File: config.mk
export PLATFORM = sky130hd
export DESIGN_NAME = lattice_stretch_points_unit
export DESIGN_NICKNAME = d
export VERILOG_FILES = /design/src/rtl/lsp_pkg.sv /design/src/rtl/lsp_div.sv /design/src/rtl/lattice_stretch_points_unit.sv
export SDC_FILE = /design/constraint.sdc
export NUM_CORES = 2
export LEC_CHECK = 0
export BUFFER_PORTS_ARGS = -buffer_cell sky130_fd_sc_hd__buf_2
export CAP_MARGIN = 20
export CORE_MARGIN = 2
export CORE_UTILIZATION = 35
export DETAILED_ROUTE_END_ITERATION = 6
export SLEW_MARGIN = 20
export SYNTH_ARGS = -nofsm -noshare
export SYNTH_HDL_FRONTEND = slang
export SYNTH_SLANG_ARGS = --single-unit
File: constraint.sdc
create_clock -name clk -period 10.4 [get_ports clk]
set_input_delay 1.56 -clock clk [delete_from_list [all_inputs] [get_ports clk]]
set_output_delay 1.56 -clock clk [all_outputs]
set_load 0.02 [all_outputs]
File: src/rtl/lsp_pkg.sv
// Package for the lattice stretch points block: widths, register indexes,
// opcodes, sequencer states and the divider handshake structs.
// Used by lsp_div and lattice_stretch_points_unit; depends on nothing.
package lsp_pkg;

  // Default values for the top level parameters.
  localparam int FRACTION_BITS_DEF = 16;
  localparam int COORD_BITS_DEF    = 16;

  // Fixed widths of the configuration port and of the result.
  localparam int CFG_DATA_W = 32;
  localparam int CFG_IDX_W  = 3;
  localparam int LEN_W      = 16;
  localparam int POINT_W    = 32;
  localparam int OP_W       = 2;

  // The divider works on a 32 bit magnitude and a 16 bit divisor.
  localparam int DIV_W = 32;
  localparam int DEN_W = 16;
  localparam int DIV_CNT_W = $clog2(DIV_W);

  // Configuration register indexes.
  localparam logic [CFG_IDX_W-1:0] REG_FIXED_LENGTH    = 3'd0;
  localparam logic [CFG_IDX_W-1:0] REG_SCALABLE_LENGTH = 3'd1;
  localparam logic [CFG_IDX_W-1:0] REG_SOURCE_START    = 3'd2;
  localparam logic [CFG_IDX_W-1:0] REG_TARGET_START    = 3'd3;
  localparam logic [CFG_IDX_W-1:0] REG_TARGET_END      = 3'd4;
  localparam logic [CFG_IDX_W-1:0] REG_FIRST_SCALABLE  = 3'd5;

  // Input item opcodes.
  localparam logic [OP_W-1:0] OP_BEGIN    = 2'd0;
  localparam logic [OP_W-1:0] OP_DIVISION = 2'd1;
  localparam logic [OP_W-1:0] OP_END      = 2'd2;

  // Sequencer states.
  typedef enum logic [2:0] {
    S_IDLE,
    S_DIV,
    S_BEGIN,
    S_ACC,
    S_END
  } state_t;

  // Request and status between the sequencer and the divider.
  typedef struct packed {
    logic             start;
    logic [DIV_W-1:0] dividend;
    logic [DEN_W-1:0] divisor;
  } div_req_t;

  typedef struct packed {
    logic busy;
    logic done;
  } div_stat_t;

endpackage

File: src/rtl/lsp_div.sv
// Iterative restoring divider: one quotient bit per cycle.
// Depends on lsp_pkg for widths and the request and status structs.
module lsp_div (
  input  logic                     clk,
  input  logic                     rst,
  input  lsp_pkg::div_req_t        req,
  output lsp_pkg::div_stat_t       stat,
  output logic [lsp_pkg::DIV_W-1:0] quotient
);
  import lsp_pkg::*;

  logic [DEN_W-1:0]     rem;
  logic [DEN_W-1:0]     rem_next;
  logic [DEN_W-1:0]     den;
  logic [DIV_W-1:0]     quo;
  logic [DIV_CNT_W-1:0] cnt;
  logic                 busy;
  logic                 done;
  logic [DEN_W:0]       shifted;
  logic                 q_bit;

  // One restoring step: shift in the next dividend bit and try to subtract.
  always_comb begin
    shifted = {rem, quo[DIV_W-1]};
    if (shifted >= {1'b0, den}) begin
      rem_next = DEN_W'(shifted - {1'b0, den});
      q_bit    = 1'b1;
    end else begin
      rem_next = shifted[DEN_W-1:0];
      q_bit    = 1'b0;
    end
  end

  // Control: busy from a start until the last quotient bit, then a one cycle done.
  always_ff @(posedge clk) begin
    if (rst) begin
      busy <= 1'b0;
      done <= 1'b0;
      cnt  <= '0;
    end else begin
      done <= 1'b0;
      if (req.start) begin
        busy <= 1'b1;
        cnt  <= '0;
      end else if (busy) begin
        cnt <= cnt + 1'b1;
        if (cnt == DIV_CNT_W'(DIV_W - 1)) begin
          busy <= 1'b0;
          done <= 1'b1;
        end
      end
    end
  end

  // Datapath: the dividend shifts out of quo as the quotient shifts in.
  always_ff @(posedge clk) begin
    if (req.start) begin
      rem <= '0;
      quo <= req.dividend;
      den <= req.divisor;
    end else if (busy) begin
      rem <= rem_next;
      quo <= {quo[DIV_W-2:0], q_bit};
    end
  end

  assign stat.busy = busy;
  assign stat.done = done;
  assign quotient  = quo;

endmodule

File: src/rtl/lattice_stretch_points_unit.sv
// Lattice stretch points unit: maps lattice division coordinates onto a
// destination span in signed fixed point. Depends on lsp_pkg and lsp_div.
// A division or end item goes through S_ACC or S_END to the output register; a
// begin item first waits in S_DIV for the bit-serial divider computing the scale.
// One item is in work at a time; the output register lets the next item be taken
// while a result waits. Synchronous active high reset resets the configuration,
// sequencer, output valid and lattice state; no input is taken in reset.
module lattice_stretch_points_unit #(
  parameter int FRACTION_BITS = lsp_pkg::FRACTION_BITS_DEF,
  parameter int COORD_BITS    = lsp_pkg::COORD_BITS_DEF
) (
  input  logic                               clk,
  input  logic                               rst,
  // Configuration write port.
  input  logic                               wr_en,
  input  logic [lsp_pkg::CFG_IDX_W-1:0]      wr_index,
  input  logic [lsp_pkg::CFG_DATA_W-1:0]     wr_data,
  // Input stream.
  input  logic                               s_tvalid,
  output logic                               s_tready,
  input  logic [((COORD_BITS+7)/8)*8-1:0]    s_tdata,  // division
  input  logic [lsp_pkg::OP_W-1:0]           s_tuser,  // opcode
  // Result stream.
  output logic                               m_tvalid,
  input  logic                               m_tready,
  output logic [lsp_pkg::POINT_W-1:0]        m_tdata,  // point
  output logic                               m_tlast,  // last_point
  output logic [0:0]                         m_tuser   // divisor_zero
);
  import lsp_pkg::*;

  localparam int FQ_W   = LEN_W + FRACTION_BITS;
  localparam int CMP_W  = ((FQ_W > POINT_W + 1) ? FQ_W : POINT_W + 1) + 1;
  localparam int DLT_W  = COORD_BITS + 1;
  localparam int PROD_W = POINT_W + DLT_W;
  localparam int SUM_W  = PROD_W + 1;
  localparam logic signed [POINT_W-1:0] ONE_Q = POINT_W'(1) << FRACTION_BITS;
  localparam logic signed [POINT_W-1:0] MAX_Q = {1'b0, {(POINT_W-1){1'b1}}};
  localparam logic signed [POINT_W-1:0] MIN_Q = {1'b1, {(POINT_W-1){1'b0}}};

  // Configuration registers.
  logic [LEN_W-1:0]          fixed_length;
  logic [LEN_W-1:0]          scalable_length;
  logic [LEN_W-1:0]          source_start;
  logic signed [POINT_W-1:0] target_start;
  logic signed [POINT_W-1:0] target_end;
  logic                      first_scalable;

  // Lattice state.
  logic signed [POINT_W-1:0] scale_scalable;
  logic signed [POINT_W-1:0] scale_fixed;
  logic [COORD_BITS-1:0]     prev_source;
  logic signed [POINT_W-1:0] running_point;
  logic                      seg_scalable;
  logic                      zero_seen;

  // Sequencer and work registers.
  state_t                    state;
  state_t                    state_next;
  logic                      normal;
  logic                      num_neg;
  logic                      den_zero;
  logic signed [PROD_W-1:0]  prod;

  // Output register.
  logic                      out_valid;
  logic signed [POINT_W-1:0] out_point;
  logic                      out_last;
  logic                      out_dz;

  // Combinational signals.
  logic                      accept;
  logic                      out_free;
  logic [OP_W-1:0]           opcode;
  logic [COORD_BITS-1:0]     division;
  logic signed [CMP_W-1:0]   len;
  logic signed [CMP_W-1:0]   fixed_q;
  logic signed [CMP_W-1:0]   num;
  logic                      normal_now;
  logic [DEN_W-1:0]          den_now;
  logic signed [DLT_W-1:0]   delta;
  logic signed [POINT_W-1:0] scale_sel;
  logic signed [PROD_W-1:0]  prod_next;
  logic signed [SUM_W-1:0]   sum;
  logic signed [POINT_W-1:0] sum_sat;
  logic signed [POINT_W:0]   q_signed;
  logic signed [POINT_W-1:0] scale_sat;
  logic                      load_begin;
  logic                      load_acc;
  logic                      load_end;
  div_req_t                  div_req;
  div_stat_t                 div_stat;
  logic [DIV_W-1:0]          div_quo;

  assign opcode   = s_tuser;
  assign division = s_tdata[COORD_BITS-1:0];
  assign accept   = s_tvalid && s_tready;
  assign out_free = !out_valid || m_tready;

  // Configuration writes; indexes beyond the list are ignored.
  always_ff @(posedge clk) begin
    if (rst) begin
      fixed_length    <= '0;
      scalable_length <= LEN_W'(1);
      source_start    <= '0;
      target_start    <= '0;
      target_end      <= '0;
      first_scalable  <= 1'b0;
    end else if (wr_en) begin
      case (wr_index)
        REG_FIXED_LENGTH:    fixed_length    <= wr_data[LEN_W-1:0];
        REG_SCALABLE_LENGTH: scalable_length <= wr_data[LEN_W-1:0];
        REG_SOURCE_START:    source_start    <= wr_data[LEN_W-1:0];
        REG_TARGET_START:    target_start    <= wr_data[POINT_W-1:0];
        REG_TARGET_END:      target_end      <= wr_data[POINT_W-1:0];
        REG_FIRST_SCALABLE:  first_scalable  <= wr_data[0];
        default: ;
      endcase
    end
  end

  // Begin item: span length, mode choice and the numerator magnitude.
  // Both modes keep the numerator magnitude within 32 bits.
  always_comb begin
    len        = CMP_W'(target_end) - CMP_W'(target_start);
    fixed_q    = CMP_W'({fixed_length, {FRACTION_BITS{1'b0}}});
    normal_now = (fixed_q <= len);
    num        = normal_now ? (len - fixed_q) : len;
    den_now    = normal_now ? scalable_length : fixed_length;
    div_req.start    = accept && (opcode == OP_BEGIN);
    div_req.dividend = num[CMP_W-1] ? DIV_W'(-num) : DIV_W'(num);
    div_req.divisor  = den_now;
  end

  // Division item: signed source delta times the segment's scale.
  always_comb begin
    delta     = $signed({1'b0, division}) - $signed({1'b0, prev_source});
    scale_sel = seg_scalable ? scale_scalable : scale_fixed;
    prod_next = scale_sel * delta;
  end

  // Accumulate onto the running point and saturate to 32 bits.
  always_comb begin
    sum = SUM_W'(running_point) + SUM_W'(prod);
    if (sum[SUM_W-1:POINT_W-1] == '0 || sum[SUM_W-1:POINT_W-1] == '1) begin
      sum_sat = sum[POINT_W-1:0];
    end else begin
      sum_sat = sum[SUM_W-1] ? MIN_Q : MAX_Q;
    end
  end

  // Signed, saturated scale from the divider's magnitude quotient.
  always_comb begin
    q_signed = num_neg ? -$signed({1'b0, div_quo}) : $signed({1'b0, div_quo});
    if (den_zero) begin
      scale_sat = '0;
    end else if (q_signed[POINT_W] != q_signed[POINT_W-1]) begin
      scale_sat = q_signed[POINT_W] ? MIN_Q : MAX_Q;
    end else begin
      scale_sat = q_signed[POINT_W-1:0];
    end
  end

  lsp_div u_div (
    .clk      (clk),
    .rst      (rst),
    .req      (div_req),
    .stat     (div_stat),
    .quotient (div_quo)
  );

  // Sequencer: next state, ready and the result load strobes.
  always_comb begin
    state_next = state;
    s_tready   = 1'b0;
    load_begin = 1'b0;
    load_acc   = 1'b0;
    load_end   = 1'b0;
    case (state)
      S_IDLE: begin
        s_tready = !rst;
        if (s_tvalid) begin
          case (opcode)
            OP_BEGIN:    state_next = S_DIV;
            OP_DIVISION: state_next = S_ACC;
            OP_END:      state_next = S_END;
            default:     state_next = S_IDLE;
          endcase
        end
      end
      S_DIV: begin
        if (div_stat.done) begin
          state_next = S_BEGIN;
        end
      end
      S_BEGIN: begin
        if (out_free) begin
          load_begin = 1'b1;
          state_next = S_IDLE;
        end
      end
      S_ACC: begin
        if (out_free) begin
          load_acc   = 1'b1;
          state_next = S_IDLE;
        end
      end
      S_END: begin
        if (out_free) begin
          load_end   = 1'b1;
          state_next = S_IDLE;
        end
      end
      default: state_next = S_IDLE;
    endcase
  end

  always_ff @(posedge clk) begin
    if (rst) begin
      state <= S_IDLE;
    end else begin
      state <= state_next;
    end
  end

  // Work registers captured at the input transfer.
  always_ff @(posedge clk) begin
    if (div_req.start) begin
      normal   <= normal_now;
      num_neg  <= num[CMP_W-1];
      den_zero <= (den_now == '0);
    end
    if (accept && opcode == OP_DIVISION) begin
      prod <= prod_next;
    end
  end

  // Lattice state updates.
  always_ff @(posedge clk) begin
    if (rst) begin
      scale_scalable <= '0;
      scale_fixed    <= ONE_Q;
      prev_source    <= '0;
      running_point  <= '0;
      seg_scalable   <= 1'b0;
      zero_seen      <= 1'b0;
    end else begin
      if (accept && opcode == OP_DIVISION) begin
        prev_source  <= division;
        seg_scalable <= !seg_scalable;
      end
      if (load_acc) begin
        running_point <= sum_sat;
      end
      if (load_begin) begin
        scale_scalable <= normal ? scale_sat : '0;
        scale_fixed    <= normal ? ONE_Q : scale_sat;
        prev_source    <= COORD_BITS'(source_start);
        running_point  <= target_start;
        seg_scalable   <= first_scalable;
        zero_seen      <= den_zero;
      end
    end
  end

  // Output register: valid until the result transfer.
  always_ff @(posedge clk) begin
    if (rst) begin
      out_valid <= 1'b0;
    end else if (load_begin || load_acc || load_end) begin
      out_valid <= 1'b1;
    end else if (m_tready) begin
      out_valid <= 1'b0;
    end
  end

  always_ff @(posedge clk) begin
    if (load_begin) begin
      out_point <= target_start;
      out_last  <= 1'b0;
      out_dz    <= den_zero;
    end else if (load_acc) begin
      out_point <= sum_sat;
      out_last  <= 1'b0;
      out_dz    <= zero_seen;
    end else if (load_end) begin
      out_point <= target_end;
      out_last  <= 1'b1;
      out_dz    <= zero_seen;
    end
  end

  assign m_tvalid   = out_valid;
  assign m_tdata    = out_point;
  assign m_tlast    = out_last;
  assign m_tuser[0] = out_dz;

`ifndef SYNTHESIS
  // The input side is never open while the divider is still iterating.
  a_ready_not_dividing: assert property (@(posedge clk) disable iff (rst)
    s_tready |-> !div_stat.busy)
    else $error("input ready while the divider is busy");

  // A divider completion only arrives while the sequencer waits for it.
  a_done_in_div: assert property (@(posedge clk) disable iff (rst)
    div_stat.done |-> (state == S_DIV))
    else $error("divider done outside the divide state");

  // Fixed segments only lose unit scale in shrink mode, where scalable ones are zero.
  a_shrink_scales: assert property (@(posedge clk) disable iff (rst)
    (scale_fixed != ONE_Q) |-> (scale_scalable == '0))
    else $error("shrink mode with a nonzero scalable scale");
`endif

endmodule
==> results by group <==
Clocking
  – Num CTS Buffers: 47
  – H-tree depth: 2
  – CTS Hold Bufs: 0
  – Worst-skew pair later-pin latency: a little over 600 ps
  – Clock Tree Buf Depth: 3
  – Clock-pin slew reported for the worst setup and hold paths after clock tree synthesis: 60 ps
  – Clock Sink Count: approximately 390
  – Clock root buffer: clkbuf_16
  – CTS tree: built

STA
  – Max frequency: around 0.10 GHz
  – Fin crit share: a little over nine tenths
  – Clk_skew: 29.9 ps
  – Slew Limit Fails: 0
  – Final setup fails: 0
  – Worst setup margin: around 480 ps
  – Slew HR: between 10% and 20%
  – RSZ-0062 raised after global routing: no
  – Min cycle time layout: just under 10000 ps
  – Slew @ Worst Pin: approximately 1200 ps
  – Final Hold Vio Count: 0

Power and ir drop
  – Clock share of power: between 20% and 30%
  – Maximum VDD drop: roughly 0.13 mV
  – Sequential Power Share: a little over a quarter
  – Sw Share: 41.5%
  – Logic gate share of total power: 46.6%
  – Static leakage power: 21.6 nW
  – Pwr dens: 139 nW/um^2
  – P_sw: around 2.7 mW
  – Total power draw: between 6 and 7 mW
  – Internal Power: approximately 3.8 mW

Die
  – Initial core utilization: between 30% and 40%
  – Die area: between 100000 and 150000 sq um
  – # IOs: 94
  – Row count: about 130
  – Chip width: 354 um
  – Area of the core: 122000 sq um
  – Height of the die: roughly 350 um

Layout
  – Most common cell after layout, fill and taps aside: nand2_1
  – Share of layout cells above drive strength 1: between 7 and 8%
  – Final instance count without filler cells: between 6000 and 7000
  – Finished Cell Area: about 47000 sq um
  – Nets: 5908
  – Synth-to-layout area growth: 10.2%
  – Commonest cells after routing, fill and taps aside: nand2_1 (761), inv_1 (710), fa_1 (526)

Detailed routing
  – Met3 wire len: about 9300 um
  – Post-DR vias/cell: about 5.3
  – DRT met1 WL: between 60000 and 70000 um
  – DRC: 0
  – DR pass1 iterations: 6
  – Iteration-0 DRC Markers: approximately 3300
  – DR vias: 35800
  – Top layer in use: met4
  – Routed length on met2: around 61000 um
  – Wirelength, routed: between 100000 and 150000 um
  – Routed wire per std cell: between 20 and 25 um
  – Routed Antenna Nets: 0

Synthesis
  – Register bit total from synthesis: ~390
  – Avg Cell Area, Syn: ~8.5 sq um
  – Post-synthesis cell type count: 78
  – Synth top area cells: fa_1 (25%), dfxtp_1 (12%), edfxtp_1 (9.3%), ha_1 (7.3%), nand2_1 (6.7%)
  – EDFF count, synth: roughly 130
  – Share of flip-flops with an asynchronous set or reset: 0%
  – Yosys warning count: 0
  – Sequential cell area fraction in the yosys report: 21.2%
  – Ys flop type: dfxtp_1
  – Synth top area share: 24.6%
  – Mapped Nets: 5888
  – Synth Cell Area: roughly 43000 sq um
  – Cell taking the most area after synthesis: fa_1
  – Synthesized instance count: 5055

Setup path
  – Crit start category: primary input
  – CP Max Fanout: 3
  – CP required: roughly 11000 ps
  – Worst Setup Path Type: primary input to register
  – CP endpoint kind: register
  – Delay of the slowest critical-path stage: ~530 ps
  – Cell mode on critical path: fa_1
  – CP max-delay cell: fa_1
  – Critical Path AT: 10250 ps

Place
  – Detailed Place HPWL: 110000 um
  – DP Cell Count: between 6000 and 7000
  – I/O Buffers: 93
  – Gpl congestion: 0.923
  – Placed cell areas: between 40000 and 50000 sq um
  – Post-placement setup slack: -327 ps

Global routing
  – Vias in the first global route: roughly 36000
  – GRT Util Overall: a little over a fifth
  – Pin count of the biggest net entering global routing: 96
  – First-pass GRT wire length: about 210000 um
  – Total grt overflow: 0
  – Antenna violations before repair: 6

Hold path
  – Hold Crit Class: register to register

Outcome
  – Status: completed

Flow run
  – MaxCap Viol Count: 0
## stage by stage
stage	TNS, ps	util (%)	hold slack (ps)
floorplan	0	-	435
global placement	-852	37.4	442
detailed placement	-1230	37.4	447
CTS	0	38.8	455
global route	0	38.8	473
finish	0	38.8	456
## timing repair
item | in CTS | in global routing
gates resized for setup | 0 | 14
setup buffers | 0 | 1
setup endpoints to repair | 0 | 13
## cells by family (layout without fill, tap and decap cells)
logic type | Yosys count | count (layout) | synth area share [%]
DFF | 388 | 388 | 21.2
adders and majority gates | 775 | 775 | 31.8
buffers and inverters | 961 | 1019 | 8.51
and+or+nand+nor | 1519 | 1519 | 15.4
xor gates and xnor gates | 212 | 212 | 4.33
other | 0 | 2 | 0
AOI/OAI and AO/OA | 1072 | 1072 | 15.6
muxes | 128 | 128 | 3.10
## area by class of cell
type	instances	area, sq um
Fill cell	12400	74500
Multi-Input combinational cell	3706	30300
Sequential cell	388	9100
Inverter	710	2670
Tap cell	1625	2030
Timing Repair Buffer	222	1480
Clock buffer	61	1360
Clock inverter	26	272
Antenna cell	2	5.00
## state kept, by name, summed over array words and instances, names as in the netlist, 32 cells and up
signal          count
m_tdata            32
prod               49
running_point      32
scale_fixed        32
scale_scalable     32
target_end         32
target_start       32
u_div.quotient     32
## critical path, delay by kind of cell
kind / cells / cell delay (ps)
fa+ha+maj: 9 / 3520
compound gates: 19 / 4080
simple gates: 4 / 320
xor+xnor: 1 / 160
buf+inv: 7 / 610
## Yosys cell counts, types with 27 or more instances
master    number
nand2_1      763
mux2_2        37
and2_1        36
a21o_1        93
dfxtp_1      255
ha_1         249
xor2_1       101
xnor2_1      111
nor3_1        49
a22oi_1       82
nor2b_1       41
nand4_1       34
a211oi_1      65
inv_1        710
edfxtp_1     133
a21oi_1      392
clkbuf_1     230
or3_1         27
nor2_1       380
mux2i_1       90
o21ai_0      211
fa_1         526
nand2b_1      44
nand3_1       46
o21bai_1      28
## final timing paths
path / from / endpoint / slack [ps] / cells after the start
setup / recovery: s_tdata[0] / prod[46] / 480 / 40
hold / removal: source_start[2] / source_start[2] / 460 / 2
setup reg to reg: prev_source[1] / prod[46] / 1190 / 36
hold reg to reg: source_start[2] / source_start[2] / 460 / 2
## power groups by stage
| stage | registers (mW) | logic (mW) | clock network, mW |
|---|---|---|---|
| 3_5_place_dp | 1.79 | 2.97 | 0 |
| 6_report | 1.76 | 3.05 | 1.74 |
| 2_1_floorplan | 1.77 | 1.94 | 0 |
| 5_1_grt | 1.76 | 3.34 | 1.82 |
| 4_1_cts | 1.76 | 2.99 | 1.77 |
| 3_3_place_gp | 1.79 | 2.94 | 0 |
## layer usage
layer  global-route usage, %  vias to the layer above
li1                        -                    16700
met1                    30.1                    17800
met2                    34.3                     1131
met3                    2.85                      205
met4                    7.73                        0
met5                       0                        -
No activity file was read; power rests on OpenSTA's default activity.
